--- config.mk ---
export PLATFORM = sky130hd
export DESIGN_NAME = midi_note_event_tracker_unit
export DESIGN_NICKNAME = d
export VERILOG_FILES = /design/src/rtl/core/mnet_pkg.sv /design/src/rtl/core/mnet_datapath.sv /design/src/rtl/core/mnet_ctrl.sv /design/src/rtl/core/midi_note_event_tracker_unit.sv
export SDC_FILE = /design/constraint.sdc
export NUM_CORES = 2
export LEC_CHECK = 0
export BUFFER_PORTS_ARGS = -buffer_cell sky130_fd_sc_hd__buf_2
export CAP_MARGIN = 20
export CELL_PAD_IN_SITES_DETAIL_PLACEMENT = 1
export CELL_PAD_IN_SITES_GLOBAL_PLACEMENT = 2
export CORE_MARGIN = 3
export CORE_UTILIZATION = 40
export DETAILED_ROUTE_END_ITERATION = 8
export PLACE_DENSITY_LB_ADDON = 0.1
export SLEW_MARGIN = 0
export SYNTH_ARGS = -nofsm -noshare
export SYNTH_HDL_FRONTEND = slang
export SYNTH_SLANG_ARGS = --single-unit
--- constraint.sdc ---
create_clock -name clk -period 9.2 [get_ports clk]
set_input_delay 0.46 -clock clk [delete_from_list [all_inputs] [get_ports clk]]
set_output_delay 0.46 -clock clk [all_outputs]
set_load 0.03 [all_outputs]
--- src/rtl/core/mnet_pkg.sv ---
// Package for the MIDI note event tracker: field widths, event and action codes,
// and the command and status structs between the controller and the datapath.
// No dependencies.
package mnet_pkg;

  localparam int CMD_W      = 2;
  localparam int DELTA_W    = 28;
  localparam int STATUS_W   = 8;
  localparam int KEY_W      = 7;
  localparam int TRACK_W    = 16;
  localparam int KIND_W     = 7;
  localparam int LEN_W      = 28;
  localparam int TEMPO_W    = 24;
  localparam int INDEX_W    = 16;
  localparam int MS_W       = 32;
  localparam int TICKS_W    = 32;
  localparam int TPQ_W      = 15;
  localparam int CFG_DATA_W = 16;
  localparam int CFG_IDX_W  = 1;

  localparam int PROD_W     = TICKS_W + TEMPO_W;
  localparam int DVSR_W     = 25;
  localparam int DIV_STEPS  = MS_W;
  localparam int STEP_CNT_W = $clog2(DIV_STEPS);
  localparam int MS_PER_S   = 1000;
  localparam int TPQ_RESET  = 480;

  localparam logic [CMD_W-1:0] CMD_START = 2'd0;
  localparam logic [CMD_W-1:0] CMD_CHAN  = 2'd1;
  localparam logic [CMD_W-1:0] CMD_SYSEX = 2'd2;
  localparam logic [CMD_W-1:0] CMD_META  = 2'd3;

  localparam logic [3:0] NIB_NOTE_ON  = 4'd9;
  localparam logic [3:0] NIB_NOTE_OFF = 4'd8;

  localparam logic [KIND_W-1:0] META_TEMPO     = 7'h51;
  localparam logic [LEN_W-1:0]  META_TEMPO_LEN = 28'd3;

  localparam logic [CFG_IDX_W-1:0] REG_TRACK_SELECT = 1'd0;
  localparam logic [CFG_IDX_W-1:0] REG_TPQ          = 1'd1;

  typedef logic [1:0] action_t;
  localparam action_t ACT_NONE   = 2'd0;
  localparam action_t ACT_CLOSE  = 2'd1;
  localparam action_t ACT_LEGATO = 2'd2;
  localparam action_t ACT_OPEN   = 2'd3;

  typedef struct packed {
    logic accept;
    logic mul;
    logic check;
    logic step;
    logic finish;
  } ctrl_cmd_t;

  typedef struct packed {
    logic needs_time;
    logic sat;
    logic can_finish;
  } ctrl_stat_t;

endpackage

--- src/rtl/core/mnet_datapath.sv ---
// Datapath of the MIDI note event tracker: event decode, tick and tempo state,
// note state, the tick-to-millisecond multiplier and divider, and the result register.
// Depends on mnet_pkg.
module mnet_datapath (
  input  logic                                clk,
  input  logic                                rst_n,
  input  logic                                cfg_we,
  input  logic [mnet_pkg::CFG_IDX_W-1:0]      cfg_index,
  input  logic [mnet_pkg::CFG_DATA_W-1:0]     cfg_wdata,
  input  logic [mnet_pkg::CMD_W-1:0]          in_cmd,
  input  logic [mnet_pkg::DELTA_W-1:0]        in_delta_ticks,
  input  logic [mnet_pkg::STATUS_W-1:0]       in_status_byte,
  input  logic [mnet_pkg::KEY_W-1:0]          in_key_number,
  input  logic [mnet_pkg::KEY_W-1:0]          in_key_velocity,
  input  logic [mnet_pkg::TRACK_W-1:0]        in_track_number,
  input  logic [mnet_pkg::KIND_W-1:0]         in_meta_kind,
  input  logic [mnet_pkg::LEN_W-1:0]          in_meta_length,
  input  logic [mnet_pkg::TEMPO_W-1:0]        in_tempo_value,
  input  logic                                out_stall,
  output logic                                out_valid,
  output logic [mnet_pkg::INDEX_W-1:0]        out_note_index,
  output logic [mnet_pkg::MS_W-1:0]           out_start_ms,
  output logic [mnet_pkg::MS_W-1:0]           out_end_ms,
  output logic [mnet_pkg::KEY_W-1:0]          out_pitch,
  output logic [mnet_pkg::KEY_W-1:0]          out_velocity,
  input  mnet_pkg::ctrl_cmd_t                 cmd,
  output mnet_pkg::ctrl_stat_t                stat
);

  logic [mnet_pkg::TRACK_W-1:0]  track_select_r;
  logic [mnet_pkg::TPQ_W-1:0]    tpq_r;
  logic [mnet_pkg::TICKS_W-1:0]  elapsed_r, elapsed_nxt;
  logic [mnet_pkg::TEMPO_W-1:0]  tempo_r, tempo_nxt;
  logic                          active_r, active_nxt;
  logic                          open_r;
  logic [mnet_pkg::KEY_W-1:0]    open_pitch_r;
  logic [mnet_pkg::KEY_W-1:0]    open_vel_r;
  logic [mnet_pkg::MS_W-1:0]     open_start_r;
  logic [mnet_pkg::INDEX_W-1:0]  counter_r, counter_inc;
  logic [mnet_pkg::KEY_W-1:0]    key_r, vel_r;
  mnet_pkg::action_t             act_r, act_nxt;
  logic [mnet_pkg::PROD_W-1:0]   prod_r;
  logic [mnet_pkg::DVSR_W-1:0]   dvsr_r;
  logic [mnet_pkg::DVSR_W-1:0]   rem_r;
  logic [mnet_pkg::MS_W-1:0]     quo_r;
  logic                          out_valid_r;
  logic [mnet_pkg::INDEX_W-1:0]  out_index_r;
  logic [mnet_pkg::MS_W-1:0]     out_start_r, out_end_r;
  logic [mnet_pkg::KEY_W-1:0]    out_pitch_r, out_vel_r;

  logic [3:0]                    nib;
  logic [mnet_pkg::TICKS_W:0]    adv_sum;
  logic [mnet_pkg::TICKS_W-1:0]  adv_sat;
  logic [mnet_pkg::TPQ_W-1:0]    tpq_eff;
  logic [mnet_pkg::DVSR_W:0]     rem_sh;
  logic                          rem_ge;
  logic [mnet_pkg::DVSR_W:0]     rem_diff;
  logic                          emits, out_free, load_out;

  assign nib     = in_status_byte[7:4];
  assign adv_sum = {1'b0, elapsed_r} + (mnet_pkg::TICKS_W + 1)'(in_delta_ticks);
  assign adv_sat = adv_sum[mnet_pkg::TICKS_W] ? '1 : adv_sum[mnet_pkg::TICKS_W-1:0];
  assign tpq_eff = (tpq_r == '0) ? mnet_pkg::TPQ_W'(1) : tpq_r;

  always_comb begin
    elapsed_nxt = elapsed_r;
    tempo_nxt   = tempo_r;
    active_nxt  = active_r;
    act_nxt     = mnet_pkg::ACT_NONE;
    case (in_cmd)
      mnet_pkg::CMD_START: begin
        elapsed_nxt = '0;
        active_nxt  = (in_track_number == track_select_r);
      end
      mnet_pkg::CMD_SYSEX: begin
        if (active_r) elapsed_nxt = adv_sat;
      end
      mnet_pkg::CMD_META: begin
        if (active_r) elapsed_nxt = adv_sat;
        if (in_meta_kind == mnet_pkg::META_TEMPO && in_meta_length == mnet_pkg::META_TEMPO_LEN)
          tempo_nxt = in_tempo_value;
      end
      default: begin
        if (active_r) begin
          elapsed_nxt = adv_sat;
          if (nib == mnet_pkg::NIB_NOTE_ON) begin
            if (open_r) begin
              if (open_pitch_r == in_key_number) begin
                if (in_key_velocity == '0) act_nxt = mnet_pkg::ACT_CLOSE;
              end else if (in_key_velocity != '0) begin
                act_nxt = mnet_pkg::ACT_LEGATO;
              end
            end else if (in_key_velocity != '0) begin
              act_nxt = mnet_pkg::ACT_OPEN;
            end
          end else if (nib == mnet_pkg::NIB_NOTE_OFF && open_r) begin
            act_nxt = mnet_pkg::ACT_CLOSE;
          end
        end
      end
    endcase
  end

  assign rem_sh   = {rem_r, quo_r[mnet_pkg::MS_W-1]};
  assign rem_ge   = rem_sh >= {1'b0, dvsr_r};
  assign rem_diff = rem_sh - {1'b0, dvsr_r};

  assign emits    = (act_r == mnet_pkg::ACT_CLOSE) || (act_r == mnet_pkg::ACT_LEGATO);
  assign out_free = !out_valid_r || !out_stall;
  assign load_out = cmd.finish && emits;

  assign counter_inc = (counter_r == '1) ? mnet_pkg::INDEX_W'(1) : counter_r + 1'b1;

  assign stat.needs_time = (act_nxt != mnet_pkg::ACT_NONE);
  assign stat.sat        = {1'b0, prod_r[mnet_pkg::PROD_W-1:mnet_pkg::MS_W]} >= dvsr_r;
  assign stat.can_finish = !emits || out_free;

  always_ff @(posedge clk) begin
    if (!rst_n) begin
      track_select_r <= '0;
      tpq_r          <= mnet_pkg::TPQ_W'(mnet_pkg::TPQ_RESET);
      elapsed_r      <= '0;
      tempo_r        <= '0;
      active_r       <= 1'b0;
      open_r         <= 1'b0;
      open_pitch_r   <= '0;
      open_vel_r     <= '0;
      open_start_r   <= '0;
      counter_r      <= '0;
      act_r          <= mnet_pkg::ACT_NONE;
      out_valid_r    <= 1'b0;
    end else begin
      if (cfg_we) begin
        unique case (cfg_index)
          mnet_pkg::REG_TRACK_SELECT: track_select_r <= cfg_wdata;
          mnet_pkg::REG_TPQ:          tpq_r <= cfg_wdata[mnet_pkg::TPQ_W-1:0];
          default: ;
        endcase
      end
      if (cmd.accept) begin
        elapsed_r <= elapsed_nxt;
        tempo_r   <= tempo_nxt;
        active_r  <= active_nxt;
        act_r     <= act_nxt;
      end
      if (cmd.finish) begin
        if (act_r != mnet_pkg::ACT_NONE) begin
          open_r <= (act_r == mnet_pkg::ACT_LEGATO) || (act_r == mnet_pkg::ACT_OPEN);
        end
        if (act_r == mnet_pkg::ACT_LEGATO || act_r == mnet_pkg::ACT_OPEN) begin
          open_pitch_r <= key_r;
          open_vel_r   <= vel_r;
          open_start_r <= quo_r;
          counter_r    <= counter_inc;
        end
      end
      if (load_out) out_valid_r <= 1'b1;
      else if (!out_stall) out_valid_r <= 1'b0;
    end
  end

  always_ff @(posedge clk) begin
    if (cmd.accept) begin
      key_r <= in_key_number;
      vel_r <= in_key_velocity;
    end
    if (cmd.mul) begin
      prod_r <= elapsed_r * tempo_r;
      dvsr_r <= mnet_pkg::DVSR_W'(tpq_eff) * mnet_pkg::DVSR_W'(mnet_pkg::MS_PER_S);
    end
    if (cmd.check) begin
      rem_r <= {1'b0, prod_r[mnet_pkg::PROD_W-1:mnet_pkg::MS_W]};
      quo_r <= stat.sat ? '1 : prod_r[mnet_pkg::MS_W-1:0];
    end else if (cmd.step) begin
      rem_r <= rem_ge ? rem_diff[mnet_pkg::DVSR_W-1:0] : rem_sh[mnet_pkg::DVSR_W-1:0];
      quo_r <= {quo_r[mnet_pkg::MS_W-2:0], rem_ge};
    end
    if (load_out) begin
      out_index_r <= counter_r;
      out_start_r <= open_start_r;
      out_end_r   <= quo_r;
      out_pitch_r <= open_pitch_r;
      out_vel_r   <= open_vel_r;
    end
  end

  assign out_valid      = out_valid_r;
  assign out_note_index = out_index_r;
  assign out_start_ms   = out_start_r;
  assign out_end_ms     = out_end_r;
  assign out_pitch      = out_pitch_r;
  assign out_velocity   = out_vel_r;

endmodule

--- src/rtl/core/mnet_ctrl.sv ---
// Controller of the MIDI note event tracker: sequences accept, multiply,
// range check, the bit-serial divide and the final state update.
// Depends on mnet_pkg.
module mnet_ctrl (
  input  logic                  clk,
  input  logic                  rst_n,
  input  logic                  in_valid,
  output logic                  in_stall,
  input  mnet_pkg::ctrl_stat_t  stat,
  output mnet_pkg::ctrl_cmd_t   cmd
);

  localparam logic [2:0] S_IDLE = 3'd0;
  localparam logic [2:0] S_MUL  = 3'd1;
  localparam logic [2:0] S_CHK  = 3'd2;
  localparam logic [2:0] S_DIV  = 3'd3;
  localparam logic [2:0] S_DONE = 3'd4;

  logic [2:0]                        state_r, state_nxt;
  logic [mnet_pkg::STEP_CNT_W-1:0]   cnt_r, cnt_nxt;

  always_comb begin
    state_nxt = state_r;
    cnt_nxt   = cnt_r;
    cmd       = '0;
    unique case (state_r)
      S_IDLE: begin
        cmd.accept = in_valid;
        if (in_valid && stat.needs_time) state_nxt = S_MUL;
      end
      S_MUL: begin
        cmd.mul   = 1'b1;
        state_nxt = S_CHK;
      end
      S_CHK: begin
        cmd.check = 1'b1;
        cnt_nxt   = '0;
        state_nxt = stat.sat ? S_DONE : S_DIV;
      end
      S_DIV: begin
        cmd.step = 1'b1;
        cnt_nxt  = cnt_r + 1'b1;
        if (cnt_r == mnet_pkg::STEP_CNT_W'(mnet_pkg::DIV_STEPS - 1)) state_nxt = S_DONE;
      end
      S_DONE: begin
        if (stat.can_finish) begin
          cmd.finish = 1'b1;
          state_nxt  = S_IDLE;
        end
      end
      default: state_nxt = S_IDLE;
    endcase
  end

  always_ff @(posedge clk) begin
    if (!rst_n) begin
      state_r <= S_IDLE;
      cnt_r   <= '0;
    end else begin
      state_r <= state_nxt;
      cnt_r   <= cnt_nxt;
    end
  end

  assign in_stall = (state_r != S_IDLE);

endmodule

--- src/rtl/core/midi_note_event_tracker_unit.sv ---
// Top level of the MIDI note event tracker: joins the controller and the datapath.
// Depends on mnet_pkg, mnet_ctrl and mnet_datapath.
//
// Decoded MIDI file events enter on the in_ channel, one item per handshake;
// finished notes leave on the out_ channel with index, start and end times in
// milliseconds, pitch and velocity. Both channels use valid and stall.
// An item that only moves time, changes tempo or starts a track is taken
// without a stall. An item that opens or closes a note needs the current
// time in milliseconds: the 32x24 multiply, the range check and the
// shift-subtract divide run in turn while in_stall is held high, and its
// note, if any, appears on out_valid as in_stall falls. A result that
// saturates skips the divide. A finished note waits in the output register
// while new items are taken; the block only waits when a second note is
// ready before the first was taken. Configuration writes (cfg_we, cfg_index,
// cfg_wdata) should be made only while idle; the block itself does not
// enforce this. Synchronous reset clears all note and time state, sets
// ticks_per_quarter to 480 and track_select to 0, and leaves out_valid low.
module midi_note_event_tracker_unit (
  input  logic                                clk,
  input  logic                                rst_n,
  input  logic                                cfg_we,
  input  logic [mnet_pkg::CFG_IDX_W-1:0]      cfg_index,
  input  logic [mnet_pkg::CFG_DATA_W-1:0]     cfg_wdata,
  input  logic                                in_valid,
  output logic                                in_stall,
  input  logic [mnet_pkg::CMD_W-1:0]          in_cmd,
  input  logic [mnet_pkg::DELTA_W-1:0]        in_delta_ticks,
  input  logic [mnet_pkg::STATUS_W-1:0]       in_status_byte,
  input  logic [mnet_pkg::KEY_W-1:0]          in_key_number,
  input  logic [mnet_pkg::KEY_W-1:0]          in_key_velocity,
  input  logic [mnet_pkg::TRACK_W-1:0]        in_track_number,
  input  logic [mnet_pkg::KIND_W-1:0]         in_meta_kind,
  input  logic [mnet_pkg::LEN_W-1:0]          in_meta_length,
  input  logic [mnet_pkg::TEMPO_W-1:0]        in_tempo_value,
  output logic                                out_valid,
  input  logic                                out_stall,
  output logic [mnet_pkg::INDEX_W-1:0]        out_note_index,
  output logic [mnet_pkg::MS_W-1:0]           out_start_ms,
  output logic [mnet_pkg::MS_W-1:0]           out_end_ms,
  output logic [mnet_pkg::KEY_W-1:0]          out_pitch,
  output logic [mnet_pkg::KEY_W-1:0]          out_velocity
);

  mnet_pkg::ctrl_cmd_t  cmd;
  mnet_pkg::ctrl_stat_t stat;

  mnet_ctrl u_ctrl (
    .clk      (clk),
    .rst_n    (rst_n),
    .in_valid (in_valid),
    .in_stall (in_stall),
    .stat     (stat),
    .cmd      (cmd)
  );

  mnet_datapath u_dp (
    .clk             (clk),
    .rst_n           (rst_n),
    .cfg_we          (cfg_we),
    .cfg_index       (cfg_index),
    .cfg_wdata       (cfg_wdata),
    .in_cmd          (in_cmd),
    .in_delta_ticks  (in_delta_ticks),
    .in_status_byte  (in_status_byte),
    .in_key_number   (in_key_number),
    .in_key_velocity (in_key_velocity),
    .in_track_number (in_track_number),
    .in_meta_kind    (in_meta_kind),
    .in_meta_length  (in_meta_length),
    .in_tempo_value  (in_tempo_value),
    .out_stall       (out_stall),
    .out_valid       (out_valid),
    .out_note_index  (out_note_index),
    .out_start_ms    (out_start_ms),
    .out_end_ms      (out_end_ms),
    .out_pitch       (out_pitch),
    .out_velocity    (out_velocity),
    .cmd             (cmd),
    .stat            (stat)
  );

endmodule

==> impl_metrics.csv <==
group,metric,value,unit
run_status,status,"finished, final reports clean",
timing,fin_crit_sh,0.896,
timing,worst_slack,958,ps
pwr,ir_drop,0.000145,V
setup_path,startpoint_type,"flop",
global_routing,grt_pass1_vias,35300,
logic_synthesis,syn_area,44700,µm²
cts,clockBufferDepth,3,
cts,htree_levels,2,
die,fp-row-count,122,
place,hpwl,105000,µm
place,portBuffers,240,
logic_synthesis,yosysTopAreaCellShare,0.317,
logic_synthesis,synth_seq_cells,405,
layout,n_fill_cell,12700,
logic_synthesis,yosys.area.top_type,"fa_1",
timing,hold_viol_final,0,
worst_hold_path,hold_class,"input pin to flop",
timing,fmax,121,MHz
timing,min_period,8240,ps
timing,rsz0062_at_grt,"false",
logic_synthesis,syn_area_per_cell,9.52,µm²
setup_path,end_kind,"flop",
logic_synthesis,syn_inst,4703,
timing,hold_slack,48.5,ps
place,post-place-ws,1000,ps
timing,slew_headroom,0.250,
timing,fin_setup_tns,0,ps
cts,cts_buffers,49,
cts,cts_tree,"built",
setup_path,worstPathMaxFanout,22,
logic_synthesis,synth_cell_types,80,
timing,drv_slew,0,
die,initial_core_util,0.404,
global_routing,grt_max_degree,77,
timing,finalSetupViolations,0,
cts,ctsHoldBuffers,17,
drt,wl,132000,µm
setup_path,crit_type,"flop to flop",
logic_synthesis,ys_async_sr_fraction,0,
global_routing,grt_pass1_wl,208000,µm
logic_synthesis,yosysSeqAreaShare,0.235,
logic_synthesis,ys.warnings.count,0,
timing,worstMarginPinSlew,1120,ps
pwr,power.leakage,0.0234,µW
logic_synthesis,synth_fp_nets,5873,
place,globalplace.congestion,0.811,
die,die_w,340,µm
die,die_h,340,µm
layout,drive_gt1_frac,0.0898,
cts,clk_pin_slew,60,ps
global_routing,grt_overflow_total,0,
cts,insertion_delay,660,ps
timing,clock_skew,54.5,ps
layout,final-instance-count-excl-fill,6403,
drt,drtPass1Iterations,4,
layout,finalNetCount,6042,
place,dp.cells,6291,
drt,drcViolationCount,0,
die,core-area,111000,µm²
logic_synthesis,ys.flop_type,"edfxtp_1",
die,io-pin-count,245,
logic_synthesis,synthTopCellsByArea,"fa_1, edfxtp_1, ha_1, dfxtp_1, inv_1",
logic_synthesis,synth-edff-count,242,
drt,vias_per_cell,5.01,
drt,drt_iter0_drc,1396,
pwr,cellPowerDensity,92.9,nW/µm²
die,die_area,116000,µm²
layout,final_util,0.447,
global_routing,antenna_found_initial,5,
logic_synthesis,synth_common_cells,"inv_1, nand2_1, fa_1",
flow_run,cap_violations,0,
setup_path,required,9560,ps
setup_path,arrival,8600,ps
cts,cts_sinks,405,
global_routing,grt_use_total,0.230,
cts,cts_resized,0,
drt,wl_per_cell,20.5,µm
drt,vias,32100,
drt,drtAntennaViolNets,0,
logic_synthesis,yosysMostFrequentCell,"inv_1",
layout,syn2layout_area_growth,10.7,%
cts,post-cts-setup-buffer-count,0,
cts,cts-root-buf,"clkbuf_16",
## power by group
part	internal (µW)	switching, µW
combinational	288	357
clock	1160	836
sequential	1950	10.3
## path summary, 6_finish.rpt
kind                                           start                              end  slack, ps  cells after the start
setup / recovery        u_dp.tempo_r[2]$_SDFFE_PN0P_        u_dp.prod_r[55]$_DFFE_PP_        960                     23
hold / removal                      in_key_number[0]          u_dp.key_r[0]$_DFFE_PP_         50                      1
setup reg to reg        u_dp.tempo_r[2]$_SDFFE_PN0P_        u_dp.prod_r[55]$_DFFE_PP_        960                     23
hold reg to reg   u_dp.open_start_r[11]$_SDFFE_PN0P_  u_dp.out_start_ms[11]$_DFFE_PP_        400                      0
## flip-flops by register name, summed over array words and instances (netlist names), 24 cells and up
name	count
u_dp.rem_r	25
u_dp.out_end_ms	32
u_dp.quo_r	32
u_dp.elapsed_r	32
u_dp.tempo_r	24
u_dp.open_start_r	32
u_dp.prod_r	56
u_dp.out_start_ms	32
## per-stage QoR
stage                     cell area, µm²  power, µW
after detailed placement           47700       2630
after global placement             47700       2630
after global routing               49500       4850
after floorplan                    44700       2460
final                              49500       4600
after CTS                          49500       4680
## worst max-delay path, cell delays in order (launching register included)
cell     delay, ps
dfxtp_1       1050
and2_1         250
fa_1           440
fa_1           590
inv_1           70
fa_1           490
fa_1           520
inv_1           50
fa_1           490
fa_1           490
inv_1           50
fa_1           560
inv_1           60
ha_1           380
o21a_1         160
nor2_2          50
or4_4          540
o21ai_2        140
a31oi_4        180
a31o_4         300
o31ai_4        380
a31oi_1        190
a211o_1        320
xnor2_1        140
## cell type report
cell class              instances  area [µm²]  area share
clock inverters                19         249     0.00503
multi-input cells            3238       30300       0.612
well taps                    1488        1860      0.0376
clock buffers                  72        1410      0.0285
diodes                          3        7.51    0.000152
repair buffers                341        2010      0.0407
inverters                     837        3140      0.0635
flip-flops and latches        405       10500       0.213
## logic make-up after synthesis
group / Yosys count / share of synthesized area
AND/OR/NAND/NOR: 1472 / 0.157
buffers and inverters: 1060 / 0.0891
adder cells (fa/ha/maj): 1021 / 0.404
AO/OA/AOI/OAI: 562 / 0.0768
flip-flops: 405 / 0.235
XOR/XNOR: 144 / 0.0282
multiplexers: 39 / 0.00872
## routing by layer
layer  vias up  routed length, µm  GRT usage
met2       534              58800      0.365
met5         -                 13          0
met4         2               2690     0.0457
met3       139               6320     0.0421
li1      15000                  -          -
met1     16400              63700      0.332
## layout by cell type (no fill, tap or decap), types with 13 or more instances in the layout
cell             n
inv_1          835
nand2_1        716
fa_1           709
and2_1         399
ha_1           312
edfxtp_1       242
buf_2          240
a21oi_1        224
dfxtp_1        155
nor2_1         151
o21ai_0        117
buf_4           83
xnor2_1         78
a21o_1          67
xor2_1          66
clkbuf_16       49
mux2i_1         39
nand3_1         31
nor2b_1         29
nand4_1         25
and3_1          22
o21a_1          18
a211oi_1        18
nor3_1          18
dlygate4sd3_1   17
nor4_1          16
o21ai_1         16
nand2b_1        14
clkbuf_1        13
Power figures use the tool's default switching activity.
